$ cat src/rtl/lppd_pkg.sv
package lppd_pkg;

    // payload buffer depth, the kept-count and index widths that go with it, and the length and class widths
    localparam int unsigned BUFFER_SIZE = 1024;
    localparam int unsigned KEPT_W      = $clog2(BUFFER_SIZE + 1);
    localparam int unsigned INDEX_W     = 10;
    localparam int unsigned LEN_W       = 24;
    localparam int unsigned CLASS_W     = 2;

    // byte classification codes
    localparam logic [CLASS_W-1:0] CLS_HEADER = 2'd0;
    localparam logic [CLASS_W-1:0] CLS_KEPT   = 2'd1;
    localparam logic [CLASS_W-1:0] CLS_SKIP   = 2'd2;

    // header byte positions
    localparam logic [1:0] HDR_LEN0 = 2'd0;
    localparam logic [1:0] HDR_LEN1 = 2'd1;
    localparam logic [1:0] HDR_LEN2 = 2'd2;
    localparam logic [1:0] HDR_SEQ  = 2'd3;

endpackage

$ cat src/rtl/length_prefixed_packet_deframer_top.sv
// Length-prefixed packet deframer. Each input transaction carries one byte of a packet
// stream and produces exactly one result transaction: the byte, its class (header, kept
// payload, skipped payload), the buffer index of a kept byte and, on the byte that
// completes the kept part of a packet (or the last header byte of an empty packet), the
// sequence number, declared length and kept length. A packet is a 3-byte little-endian
// length, a sequence byte, then the payload; at most BUFFER_SIZE payload bytes are kept.
// One byte is accepted every cycle unless stalled: the per-byte counters update in the
// accepting cycle and the result sits in a single output register, so it appears in the next
// cycle; the input is stalled only while that register is full and stalled downstream.
module length_prefixed_packet_deframer_top
    import lppd_pkg::*;
(
    input  logic               i_clk,
    input  logic               i_rst_n,
    input  logic               i_in_valid,
    output logic               o_in_stall,
    input  logic [7:0]         i_data_byte,
    output logic               o_out_valid,
    input  logic               i_out_stall,
    output logic [CLASS_W-1:0] o_byte_class,
    output logic [7:0]         o_data_out,
    output logic [INDEX_W-1:0] o_payload_index,
    output logic               o_packet_done,
    output logic [7:0]         o_seq_number,
    output logic [LEN_W-1:0]   o_declared_length,
    output logic [KEPT_W-1:0]  o_kept_length
);

    typedef enum logic [1:0] {
        PH_HEADER = 2'd0,
        PH_KEEP   = 2'd1,
        PH_SKIP   = 2'd2
    } t_phase;

    t_phase              r_phase, n_phase;
    logic [1:0]          r_hdr_count, n_hdr_count;
    logic [LEN_W-1:0]    r_length, n_length;
    logic [7:0]          r_seq, n_seq;
    logic [KEPT_W-1:0]   r_kept_count, n_kept_count;
    logic [LEN_W-1:0]    r_skip_count, n_skip_count;

    logic                r_out_valid;
    logic [CLASS_W-1:0]  r_class, n_class;
    logic [7:0]          r_data;
    logic [INDEX_W-1:0]  r_index, n_index;
    logic                r_done, n_done;
    logic [7:0]          r_seq_out;
    logic [LEN_W-1:0]    r_len_out;
    logic [KEPT_W-1:0]   r_kept_out;

    logic                w_accept;
    logic [KEPT_W-1:0]   w_kept_inc;

    // output register frees when taken downstream
    assign o_in_stall = r_out_valid & i_out_stall;
    assign w_accept   = i_in_valid & ~o_in_stall;
    assign w_kept_inc = r_kept_count + KEPT_W'(1);

    // per-byte framing decision
    always_comb begin
        n_phase      = r_phase;
        n_hdr_count  = r_hdr_count;
        n_length     = r_length;
        n_seq        = r_seq;
        n_kept_count = r_kept_count;
        n_skip_count = r_skip_count;
        n_class      = CLS_HEADER;
        n_index      = '0;
        n_done       = 1'b0;
        case (r_phase)
            PH_KEEP: begin
                n_class      = CLS_KEPT;
                n_index      = r_kept_count[INDEX_W-1:0];
                n_kept_count = w_kept_inc;
                if (LEN_W'(w_kept_inc) == r_length || w_kept_inc == KEPT_W'(BUFFER_SIZE)) begin
                    n_done       = 1'b1;
                    n_skip_count = r_length - LEN_W'(w_kept_inc);
                    n_phase      = (n_skip_count != '0) ? PH_SKIP : PH_HEADER;
                    n_hdr_count  = HDR_LEN0;
                end
            end
            PH_SKIP: begin
                n_class      = CLS_SKIP;
                n_skip_count = r_skip_count - LEN_W'(1);
                if (n_skip_count == '0) begin
                    n_phase     = PH_HEADER;
                    n_hdr_count = HDR_LEN0;
                end
            end
            default: begin
                // header phase, also the unused phase code
                n_class = CLS_HEADER;
                case (r_hdr_count)
                    HDR_LEN0: begin
                        n_length    = {16'd0, i_data_byte};
                        n_hdr_count = HDR_LEN1;
                    end
                    HDR_LEN1: begin
                        n_length    = {8'd0, i_data_byte, r_length[7:0]};
                        n_hdr_count = HDR_LEN2;
                    end
                    HDR_LEN2: begin
                        n_length    = {i_data_byte, r_length[15:0]};
                        n_hdr_count = HDR_SEQ;
                    end
                    default: begin
                        n_seq        = i_data_byte;
                        n_hdr_count  = HDR_LEN0;
                        n_kept_count = '0;
                        n_skip_count = '0;
                        if (r_length == '0) begin
                            n_done  = 1'b1;
                            n_phase = PH_HEADER;
                        end else begin
                            n_phase = PH_KEEP;
                        end
                    end
                endcase
            end
        endcase
    end

    // framing state
    always_ff @(posedge i_clk) begin
        if (!i_rst_n) begin
            r_phase      <= PH_HEADER;
            r_hdr_count  <= HDR_LEN0;
            r_length     <= '0;
            r_seq        <= '0;
            r_kept_count <= '0;
            r_skip_count <= '0;
        end else if (w_accept) begin
            r_phase      <= n_phase;
            r_hdr_count  <= n_hdr_count;
            r_length     <= n_length;
            r_seq        <= n_seq;
            r_kept_count <= n_kept_count;
            r_skip_count <= n_skip_count;
        end
    end

    // result register valid
    always_ff @(posedge i_clk) begin
        if (!i_rst_n) begin
            r_out_valid <= 1'b0;
        end else if (w_accept) begin
            r_out_valid <= 1'b1;
        end else if (!i_out_stall) begin
            r_out_valid <= 1'b0;
        end
    end

    // result register payload
    always_ff @(posedge i_clk) begin
        if (w_accept) begin
            r_class    <= n_class;
            r_data     <= i_data_byte;
            r_index    <= n_index;
            r_done     <= n_done;
            r_seq_out  <= n_done ? n_seq : 8'd0;
            r_len_out  <= n_done ? n_length : '0;
            r_kept_out <= n_done ? n_kept_count : '0;
        end
    end

    assign o_out_valid       = r_out_valid;
    assign o_byte_class      = r_class;
    assign o_data_out        = r_data;
    assign o_payload_index   = r_index;
    assign o_packet_done     = r_done;
    assign o_seq_number      = r_seq_out;
    assign o_declared_length = r_len_out;
    assign o_kept_length     = r_kept_out;

    // skip phase always has bytes left to skip
    a_skip_nonzero: assert property (@(posedge i_clk) disable iff (!i_rst_n)
        r_phase == PH_SKIP |-> r_skip_count != '0)
        else $error("skip phase entered with nothing to skip");

    // kept count never passes the buffer size
    a_kept_bound: assert property (@(posedge i_clk) disable iff (!i_rst_n)
        r_kept_count <= KEPT_W'(BUFFER_SIZE))
        else $error("kept count beyond buffer size");

    // skipped bytes never complete a packet
    a_skip_no_done: assert property (@(posedge i_clk) disable iff (!i_rst_n)
        o_out_valid && o_byte_class == CLS_SKIP |-> !o_packet_done)
        else $error("packet done on a skipped byte");

    // done on a header byte only for an empty packet
    a_empty_done: assert property (@(posedge i_clk) disable iff (!i_rst_n)
        o_out_valid && o_packet_done && o_byte_class == CLS_HEADER
            |-> o_declared_length == '0 && o_kept_length == '0)
        else $error("header done with non-empty payload");

    // entering skip means the kept part filled the buffer
    a_skip_entry: assert property (@(posedge i_clk) disable iff (!i_rst_n)
        w_accept && r_phase == PH_KEEP && n_phase == PH_SKIP
            |-> n_kept_count == KEPT_W'(BUFFER_SIZE))
        else $error("skip entered before buffer full");

endmodule
$ cat config.mk
export PLATFORM = sky130hd
export DESIGN_NAME = length_prefixed_packet_deframer_top
export DESIGN_NICKNAME = d
export VERILOG_FILES = /design/src/rtl/lppd_pkg.sv /design/src/rtl/length_prefixed_packet_deframer_top.sv
export SDC_FILE = /design/constraint.sdc
export NUM_CORES = 1
export LEC_CHECK = 0
export ABC_CLOCK_PERIOD_IN_PS = 6700
export BUFFER_PORTS_ARGS = -buffer_cell sky130_fd_sc_hd__buf_2
export CORE_MARGIN = 4
export CORE_UTILIZATION = 60
export CTS_BUF_LIST = sky130_fd_sc_hd__clkbuf_4 sky130_fd_sc_hd__clkbuf_8
export CTS_CLUSTER_DIAMETER = 80
export DETAILED_ROUTE_END_ITERATION = 8
export PLACE_DENSITY = 0.81
export SYNTH_ARGS = -nofsm -noshare
export SYNTH_HDL_FRONTEND = slang
export SYNTH_SLANG_ARGS = --single-unit
$ cat constraint.sdc
create_clock -name i_clk -period 6.7 [get_ports i_clk]
set_input_delay 1.34 -clock i_clk [delete_from_list [all_inputs] [get_ports i_clk]]
set_output_delay 1.34 -clock i_clk [all_outputs]
set_load 0.02 [all_outputs]
==> reports/qor.log <==
INFO  outcome        outcome=finished clean
INFO  clocking       clock_path_buffers=2
INFO  sta            rsz_0062_raised_after_global_routing=no
INFO  clocking       post_cts_buffers=0
INFO  synthesis      synthesis.nets=951
INFO  drt            antenna_left=0
INFO  clocking       clk-insertion-delay-late=0.47ns
INFO  die            chipHeight=124um
INFO  drt            routed-wl-met3=1850um
INFO  pwr            internal_power=1.31mW
INFO  pwr            clockPowerShare=0.337
INFO  worst_setup_path timing.critical_path.fanout_max=38
INFO  sta            final.period_utilization=0.721
INFO  cells_and_area mostFrequentLayoutCell=nor2_1
INFO  clocking       clock_sink_count=136
INFO  placed_design  hpwlAfterDp=14,300um
INFO  synthesis      post-synth-top-area-fraction=0.239
INFO  drt            drt-met1-wl=8790um
INFO  synthesis      syn-cell-area=8050um2
INFO  drt            drt-initial-drc-count=885
INFO  worst_setup_path critical_path_cell_count=16
INFO  worst_setup_path criticalPathCategory=reg -> reg
INFO  pwr            power_switching=0.588mW
INFO  placed_design  globalplace.congestion=0.941
INFO  pwr            switching_share=0.309
INFO  clocking       clk_pin_slew=0.09ns
INFO  pwr            p_seq_frac=0.481
INFO  clocking       tritoncts=built
INFO  pwr            power.leakage=3.15nW
INFO  worst_setup_path setup_slack_on_the_worst_flop_to_flop_path=1.87ns
INFO  synthesis      synthFlopType=dfxtp_1
INFO  cells_and_area antenna_cells_inserted=0
INFO  synthesis      post_synthesis_sequential_area_ratio=0.418
INFO  synthesis      synth_cell_types=72
INFO  synthesis      synth.avg_cell_area=8.72um2
INFO  cells_and_area final_util=0.664
INFO  sta            final.hold.worst_slack=0.470ns
INFO  drt            drt_pass1_iterations=7
INFO  synthesis      synth-edff-count=64
INFO  sta            timing_hold_violations_final=0
INFO  worst_setup_path cpMaxStageDelayCell=nor2_1
INFO  die            floorplan.io_pins=78
INFO  sta            worst_clock_skew=0.0168ns
INFO  worst_setup_path slowest_delay=0.81ns
INFO  worst_setup_path worstReg2RegEnd=r_skip_count[23]$_SDFFE_PN0P_
INFO  worst_setup_path timing.critical_path.required=7.12ns
INFO  sta            maxSlewHeadroom=0.316
INFO  worst_setup_path crit_path_start_kind=flip-flop
INFO  sta            timing.final.max_slew_violations=0
INFO  drt            vias=7,150
INFO  pwr            power.density_cell_area=217nW/um2
INFO  drt            routed_wl=20,600um
INFO  die            dieArea=15,300um2
INFO  cells_and_area layout-area-overhead-vs-synth=8.81%
INFO  grt            grt_start_max_net_pins=77
INFO  drt            routed_via_density=6.28
INFO  synthesis      synthTopCellsByArea=edfxtp_1 24%, dfxtp_1 18%, a22oi_1 5.0%
INFO  worst_setup_path end_point_of_the_critical_path=r_skip_count[23]$_SDFFE_PN0P_
INFO  grt            gr-total-overflow=0
INFO  cells_and_area final_net_count=977
INFO  worst_hold_path worst_hold_path_type=reg -> reg
INFO  cells_and_area drive_gt1_frac=0.137
INFO  worst_setup_path crit_arrival=5.26ns
INFO  synthesis      synth_warnings=0
INFO  clocking       cts_hold_buffers=0
INFO  drt            routed-wl-met2=9440um
INFO  clocking       cts_htree_levels=4
INFO  worst_setup_path critPathLaunch=r_kept_count[5]$_SDFFE_PN0P_
INFO  clocking       root_buffer=clkbuf_8
INFO  sta            post_route_worst_setup_slack=1.87ns
INFO  worst_setup_path worst_r2r_startpoint=r_kept_count[5]$_SDFFE_PN0P_
INFO  sta            finalSetupViolations=0
INFO  sta            finalCriticalPeriod=4.83ns
INFO  synthesis      synthArstFlopShare=0
INFO  drt            drc_errors=0
INFO  worst_setup_path worstSetupEndpointType=flip-flop
INFO  drt            post_drt_wl_per_cell=18.1um
INFO  placed_design  numPortBuffers=77
INFO  grt            global_route_wire_length_before_repair=32,500um
INFO  grt            grtUsageTotal=0.273
INFO  pwr            max-vdd-ir-drop=0.105mV
INFO  clocking       post_cts_resized=0
INFO  die            floorplan.die.width=124um
INFO  synthesis      postSynthCellCount=924
INFO  placed_design  placement.setup.worst_slack=2.00ns
INFO  worst_setup_path cp_num_buf_inv=3
INFO  sta            max_freq=207MHz
INFO  drt            top_signal_layer_used=met4
INFO  grt            first_global_vias=6,229
INFO  worst_setup_path cp_top_family=simple AND/OR/NAND/NOR gates
INFO  synthesis      post-synth-top-area-cell=edfxtp_1
INFO  die            start_util=0.611
INFO  worst_setup_path critical_path.cell_chain=nand3_1 -> nor3_1 -> xor2_1 -> inv_1 -> ha_1 -> inv_1 -> nor2_1 -> nand3_1 -> nor4_1 -> nand2_1 -> a31o_2 -> or2_1 -> buf_4 -> nor2_1 -> a21boi_0 -> o21a_1
INFO  sta            tightest_slew=1.02ns
INFO  synthesis      ys_ff_latch=136
INFO  worst_setup_path rr_worst_depth=16
INFO  die            placeableCoreArea=13,200um2
INFO  die            fp_rows=42
INFO  grt            grt_antenna_before_repair=0
INFO  sta            fin_setup_tns=0ns
INFO  cells_and_area fillerInstances=1,096
INFO  run            cap_violations=0
INFO  pwr            combinational_cell_fraction_of_total_power=0.181
INFO  clocking       cts_inserted_buffers=17
INFO  cells_and_area top_library_cells_by_usage_in_the_layout_fill_and_taps_aside=85 x nor2_1, 82 x nand2_1, 77 x buf_2, 72 x dfxtp_1, 64 x edfxtp_1
layout make-up:
| class | instances | area [um2] | area share |
|---|---|---|---|
| timing repair buffer | 83 | 430 | 0.0491 |
| inverter | 24 | 90.1 | 0.0103 |
| clock inverter | 14 | 128 | 0.0146 |
| sequential | 136 | 3360 | 0.384 |
| multi-input combinational | 688 | 4290 | 0.490 |
| clock buffer | 18 | 241 | 0.0276 |
| tap | 176 | 220 | 0.0251 |
Yosys cell counts (20+ instances only):
library cell and instances:
nor2_1 86, nand2_1 82, dfxtp_1 72, edfxtp_1 64, clkbuf_1 59, a21oi_1 54
a22oi_1 54, nor2b_1 46, nand3_1 39, nor3_1 38, o21ai_0 30, xor2_1 24
inv_1 22, xnor2_1 20
flip-flops by register name (all words and copies together) (netlist names):
| name | flops |
|---|---|
| o_byte_class | 2 |
| o_data_out | 8 |
| o_declared_length | 24 |
| o_kept_length | 11 |
| o_out_valid | 1 |
| o_packet_done | 1 |
| o_payload_index | 10 |
| o_seq_number | 8 |
| r_hdr_count | 2 |
| r_kept_count | 11 |
| r_length | 24 |
| r_phase | 2 |
| r_seq | 8 |
| r_skip_count | 24 |
tightest hold or removal path, stage by stage, from the launching register on:
cell,delay [ns]
dfxtp_1,0.32
nand2_1,0.05
a21boi_0,0.06
metrics by stage:
step / area (um2) / power [mW] / instances
floorplan: 8050 / 1.18 / 924
global placement: 8390 / 1.26 / 1107
detailed placement: 8390 / 1.27 / 1107
CTS: 8760 / 1.90 / 1139
global route: 8760 / 1.97 / 1139
finish: 8760 / 1.90 / 1139
power by group through the flow:
stage	Combinational [mW]	Sequential, mW	Clock (mW)
floorplan	0.226	0.951	0
global placement	0.332	0.933	0
detailed placement	0.333	0.934	0
CTS	0.336	0.914	0.648
global route	0.372	0.918	0.685
finish	0.344	0.915	0.641
worst min path at each step:
stage	startpoint	endpoint	slack (ns)	cells after the start
3_3_place_gp	r_seq[4]$_SDFFE_PN0P_	r_seq[4]$_SDFFE_PN0P_	0.45	2
4_1_cts	r_seq[5]$_SDFFE_PN0P_	r_seq[5]$_SDFFE_PN0P_	0.47	2
2_1_floorplan	r_seq[0]$_SDFFE_PN0P_	r_seq[0]$_SDFFE_PN0P_	0.44	2
6_report	r_seq[5]$_SDFFE_PN0P_	r_seq[5]$_SDFFE_PN0P_	0.47	2
5_1_grt	r_seq[4]$_SDFFE_PN0P_	r_seq[4]$_SDFFE_PN0P_	0.49	2
3_5_place_dp	r_seq[1]$_SDFFE_PN0P_	r_seq[1]$_SDFFE_PN0P_	0.46	2
routing by layer:
metal,GRT usage,vias up
li1,-,3383
met1,0.385,3363
met2,0.410,347
met3,0.0586,57
met4,0.106,0
met5,0,-
cells by family (layout without fill, tap and decap cells):
family	Yosys count	after routing	synth area share
adders and majority gates	17	17	0.0267
muxes	3	3	0.00388
buffers and inverters	100	139	0.0500
and+or+nand+nor	394	394	0.249
DFF	136	136	0.418
xor gates and xnor gates	49	49	0.0618
AOI/OAI and AO/OA	225	225	0.191
Power figures use the tool's default switching activity.
